**config.mk**
```make
export PLATFORM = sky130hd
export DESIGN_NAME = coo_ram
export DESIGN_NICKNAME = d
export VERILOG_FILES = /design/src/design/coo_ram.sv
export SDC_FILE = /design/constraint.sdc
export NUM_CORES = 1
export LEC_CHECK = 0
export BUFFER_PORTS_ARGS = -buffer_cell sky130_fd_sc_hd__buf_2
export CAP_MARGIN = 10
export CORE_AREA = 10 10 96 119
export CTS_BUF_LIST = sky130_fd_sc_hd__clkbuf_16
export DETAILED_ROUTE_END_ITERATION = 16
export DIE_AREA = 0 0 106 129
export PLACE_DENSITY = 0.86
export SYNTH_ARGS = -nofsm -noshare
export SYNTH_HDL_FRONTEND = slang
export SYNTH_SLANG_ARGS = --single-unit
```
**constraint.sdc**
```tcl
create_clock -name clk -period 4.85 [get_ports clk]
set_clock_uncertainty 0.1 [all_clocks]
set_input_delay 0.97 -clock clk [delete_from_list [all_inputs] [get_ports clk]]
set_output_delay 0.97 -clock clk [all_outputs]
set_load 0.005 [all_outputs]
```
**src/design/coo_ram.sv**
```systemverilog
// Generic simple dual port RAM: one write port, one registered read port.
// No dependencies.
module coo_ram #(
  parameter int WIDTH = 8,
  parameter int DEPTH = 16
) (
  input  logic                     clk,
  input  logic                     we,
  input  logic [$clog2(DEPTH)-1:0] waddr,
  input  logic [WIDTH-1:0]         wdata,
  input  logic [$clog2(DEPTH)-1:0] raddr,
  output logic [WIDTH-1:0]         rdata
);
  logic [WIDTH-1:0] mem [DEPTH];

  always_ff @(posedge clk) begin
    if (we) begin
      mem[waddr] <= wdata;
    end
    rdata <= mem[raddr];
  end
endmodule

```
# After elaboration in Yosys (flattened, before gate mapping)

Memories as Yosys holds them, arrays and structs flattened. A register that Yosys moved wholly into a read port is not among the register bits.
Index checks and enable logic that the tools add are counted.

Bits in registers: 0
Bits in latches: 0
Memory bits (writable): 128
Memory bits (read-only): 0
Input bits: 18
Output and inout port bits: 8
Word-level logic and storage cells: 3
Memories kept: 1

Add/subtract/negate cells: 0
Multipliers: 0
Div/mod/pow operators: 0
$lt $le $gt $ge: 0
Eq/ne operators: 0
Shifts and indexed selects: 0
Mux-type cells: 2
Bitwise gates (word level): 0
Reduce and logical (&&, ||, !) cells: 0

Memories:

| memory | depth | bits a word | rd ports | clocked after memory_dff | wr ports | RTL line | RTL |
|---|---|---|---|---|---|---|---|
| mem    | 16    | 8           | 1        | 1                        | 1        | 14       | `logic [WIDTH-1:0] mem [DEPTH];` |

Operators by type and width:

| operator | count |
|---|---|
| $mux W1  | 2 |

# Logic depth before layout (Yosys ltp)

Depth in word-level cells: 2
Mapped depth: 5
Gate-level depth less buffers: 3

# Worst setup path after synthesis

No wires, ideal clock.

Path type: in2reg
From: input port waddr[2]
To: memory mem[0][0], enable pin
Library setup time: 383 ps
Data arrival time: 2080 ps
Data required time: 4367 ps
Setup slack: 2287 ps
Stages on the path: 2
Path buffers: 0
Cells stage by stage: or3b_2 nor3_1

RTL lines:

| what            | RTL line | RTL |
|---|---|---|
| start, declared | 9        | `input logic [$clog2(DEPTH)-1:0] waddr,` |
| end, declared   | 14       |  |

No word-level cell before the write port.

==> impl_summary.log <==
[metrics] status: finished, final reports clean
[metrics] fin crit period: 2560 ps
[metrics] antenna violations before repair: 0
[metrics] clock tree root driver cell: clkbuf_16
[metrics] netlist area before placement: 0.00515 sq mm
[metrics] total setup violations reported at the end of the flow: 0
[metrics] total global routing track utilization: 0.161
[metrics] remaining global-route overflow: 0
[metrics] HP Class: flop to flop
[metrics] Setup crit end kind: flop
[metrics] pin count of the biggest net entering global routing: 33
[metrics] post-CTS clock slew at the launch and capture registers of the worst setup and hold paths: 50 ps
[metrics] fin nets: 285
[metrics] overall die area: 0.0137 sq mm
[metrics] peak per-stage delay on the critical path: 750 ps
[metrics] Die Y: 129 um
[metrics] leakage power total: 0.00202 uW
[metrics] clk sinks: 136
[metrics] maximum net fanout on the critical path: 32
[metrics] setup repair after global routing missed its margin: no
[metrics] final weighted congestion in routability-driven placement: 0.737
[metrics] post-detailed-route wirelength per cell: 26.1 um
[metrics] post-route clock period utilization: 0.529
[metrics] fraction of final layout cells sized beyond drive strength 1: 0.264
[metrics] power per standard cell area: 449 mW/mm^2
[metrics] nets in the synthesized netlist: 247
[metrics] average via count per standard cell: 6.11
[metrics] distinct cell type count of the synthesized netlist: 19
[metrics] final hold vios: 0
[metrics] accumulated negative setup slack: 0 ps
[metrics] achievable frequency: 390 MHz
[metrics] initial core utilization: 0.567
[metrics] worst path bufs/invs: 1
[metrics] number of port buffers: 25
[metrics] class of the most critical setup path: input pin to flop
[metrics] number of DRC markers in iteration 0: 254
[metrics] TritonCTS buffer count: 17
[metrics] final count of pins violating max slew: 0
[metrics] setup slack of the worst register-to-register path: 3390 ps
[metrics] post-cts resize count: 0
[metrics] Data required, critical path: 5050 ps
[metrics] H-tree levels: 4
[metrics] Syn Inst Count: 229
[metrics] peak supply drop: 0.000350 V
[metrics] area of placed instances: 0.00537 sq mm
[metrics] number of buffers on the longest clock path: 2
[metrics] max_cap viols: 0
[metrics] DR vias: 2,464
[metrics] number of global-route vias before repair: 2,530
[metrics] family with the most delay on the worst path: buffers and inverters
[metrics] diode count: 0
[metrics] cells traversed along the worst timing path: buf_2 -> mux4_1 -> a22oi_1 -> nand2_1
[metrics] proportion of synthesized chip area in sequential cells: 0.778
[metrics] most common cell after layout, fill and taps aside: edfxtp_1
[metrics] relative slew slack: 0.244
[metrics] synthesized area divided by synthesized cell count: 22.5 sq um
[metrics] wire length of the first global-routing pass: 15.7 mm
[metrics] measured slew at the worst slew-check pin: 1130 ps
[metrics] detailed placement HPWL: 6.20 mm
[metrics] I/O pin total: 26
[metrics] number of DRC violations after detailed routing: 0
[metrics] number of buffers added for setup after CTS: 0
[metrics] yosys synthesis warning count: 0
[metrics] slowest stage cell on the critical path: buf_2
[metrics] Final Util: 0.655
[metrics] Chip Width: 106 um
[metrics] WL final: 10.5 mm
[metrics] arrival time of data at the critical path endpoint: 2760 ps
[metrics] count of hold-fix buffers inserted at cts: 0
[metrics] clock latency on the worst-skew pair: 410 ps
[metrics] summed area of non-filler cells in the final layout: 0.00594 sq mm
[metrics] CTS tree: done
[metrics] Layout Area Growth over Synthesis: 15.4%
[metrics] row count: 39
[metrics] leading cell types in the layout, fill and taps excluded: 128 x edfxtp_1, 25 x buf_2, 18 x mux4_2
[metrics] count of nets left with antenna violations after detail routing: 0
[metrics] Setup crit start kind: input pin
[metrics] first-pass detailed-route iteration total: 4
[metrics] placeable core area: 0.00908 sq mm
[metrics] number of flip-flops and latches in the synthesized netlist: 136
## Yosys cell counts
cell type	n	area share
nand3_1	1	0.00097
or3b_2	1	0.0017
mux4_2	18	0.079
buf_4	1	0.0015
clkdlybuf4s25_2	3	0.0058
and2b_1	1	0.0015
and2_1	1	0.0012
a22oi_1	16	0.023
edfxtp_1	128	0.75
nand3b_1	2	0.0029
nor2_1	13	0.0095
nor3_1	4	0.0039
buf_2	3	0.0029
nand2b_1	2	0.0024
nor2b_1	1	0.0012
dfxtp_1	8	0.031
mux4_1	14	0.071
buf_6	3	0.0066
nand2_1	9	0.0066
## per-layer routing
layer  part of all wire  up-vias  global-route usage
li1                   -     1051                   -
met1               0.42     1263               0.207
met2               0.49      126               0.247
met3              0.065       24              0.0450
met4              0.027        0              0.0830
met5                  0        -                   0
## cell type report
cell class                 count  area, sq um
fill                         597         3130
sequential                   136         4000
clock buffer                  17          425
clock inverter                15          146
multi-input combinational     83         1060
timing repair buffer          29          155
tap                          123          154
## flip-flops by register name (all words and copies together) (netlist names)
register / flops
rdata: 8
mem: 128
## power breakdown
part / switching, uW / total [uW] / internal (uW)
combinational: 67.3 / 115 / 47.3
clock: 439 / 1230 / 791
sequential: 8.30 / 1320 / 1320
## kinds of logic after synthesis
| group | after synthesis | share of synthesized area |
|---|---|---|
| AO/OA/AOI/OAI | 16 | 0.0233 |
| buffers and inverters | 10 | 0.0168 |
| AND/OR/NAND/NOR | 35 | 0.0318 |
| multiplexers | 32 | 0.150 |
| flip-flops | 136 | 0.778 |
## tightest hold or removal path, delay by kind of cell (launching register included)
family,cells,cell delay (ps)
AOI/OAI and AO/OA,1,60
muxes,1,220
and+or+nand+nor,1,50
DFF,1,320
## final timing paths
kind,start,endpoint,cells past startpoint
setup / recovery,raddr[0],rdata[3],4
setup reg to reg,mem[0][5],rdata[5],3
hold / removal,mem[15][5],rdata[5],3
hold reg to reg,mem[15][5],rdata[5],3
## per-stage QoR
stage,hold slack [ps],total power [uW],instances,setup slack (ps)
finish,570,2670,403,2290
global route,584,2730,403,2170
CTS,566,2680,403,2270
detailed placement,553,1460,371,1840
global placement,556,1450,370,1730
floorplan,529,1410,229,2290
No activity file was read; power rests on OpenSTA's default activity.
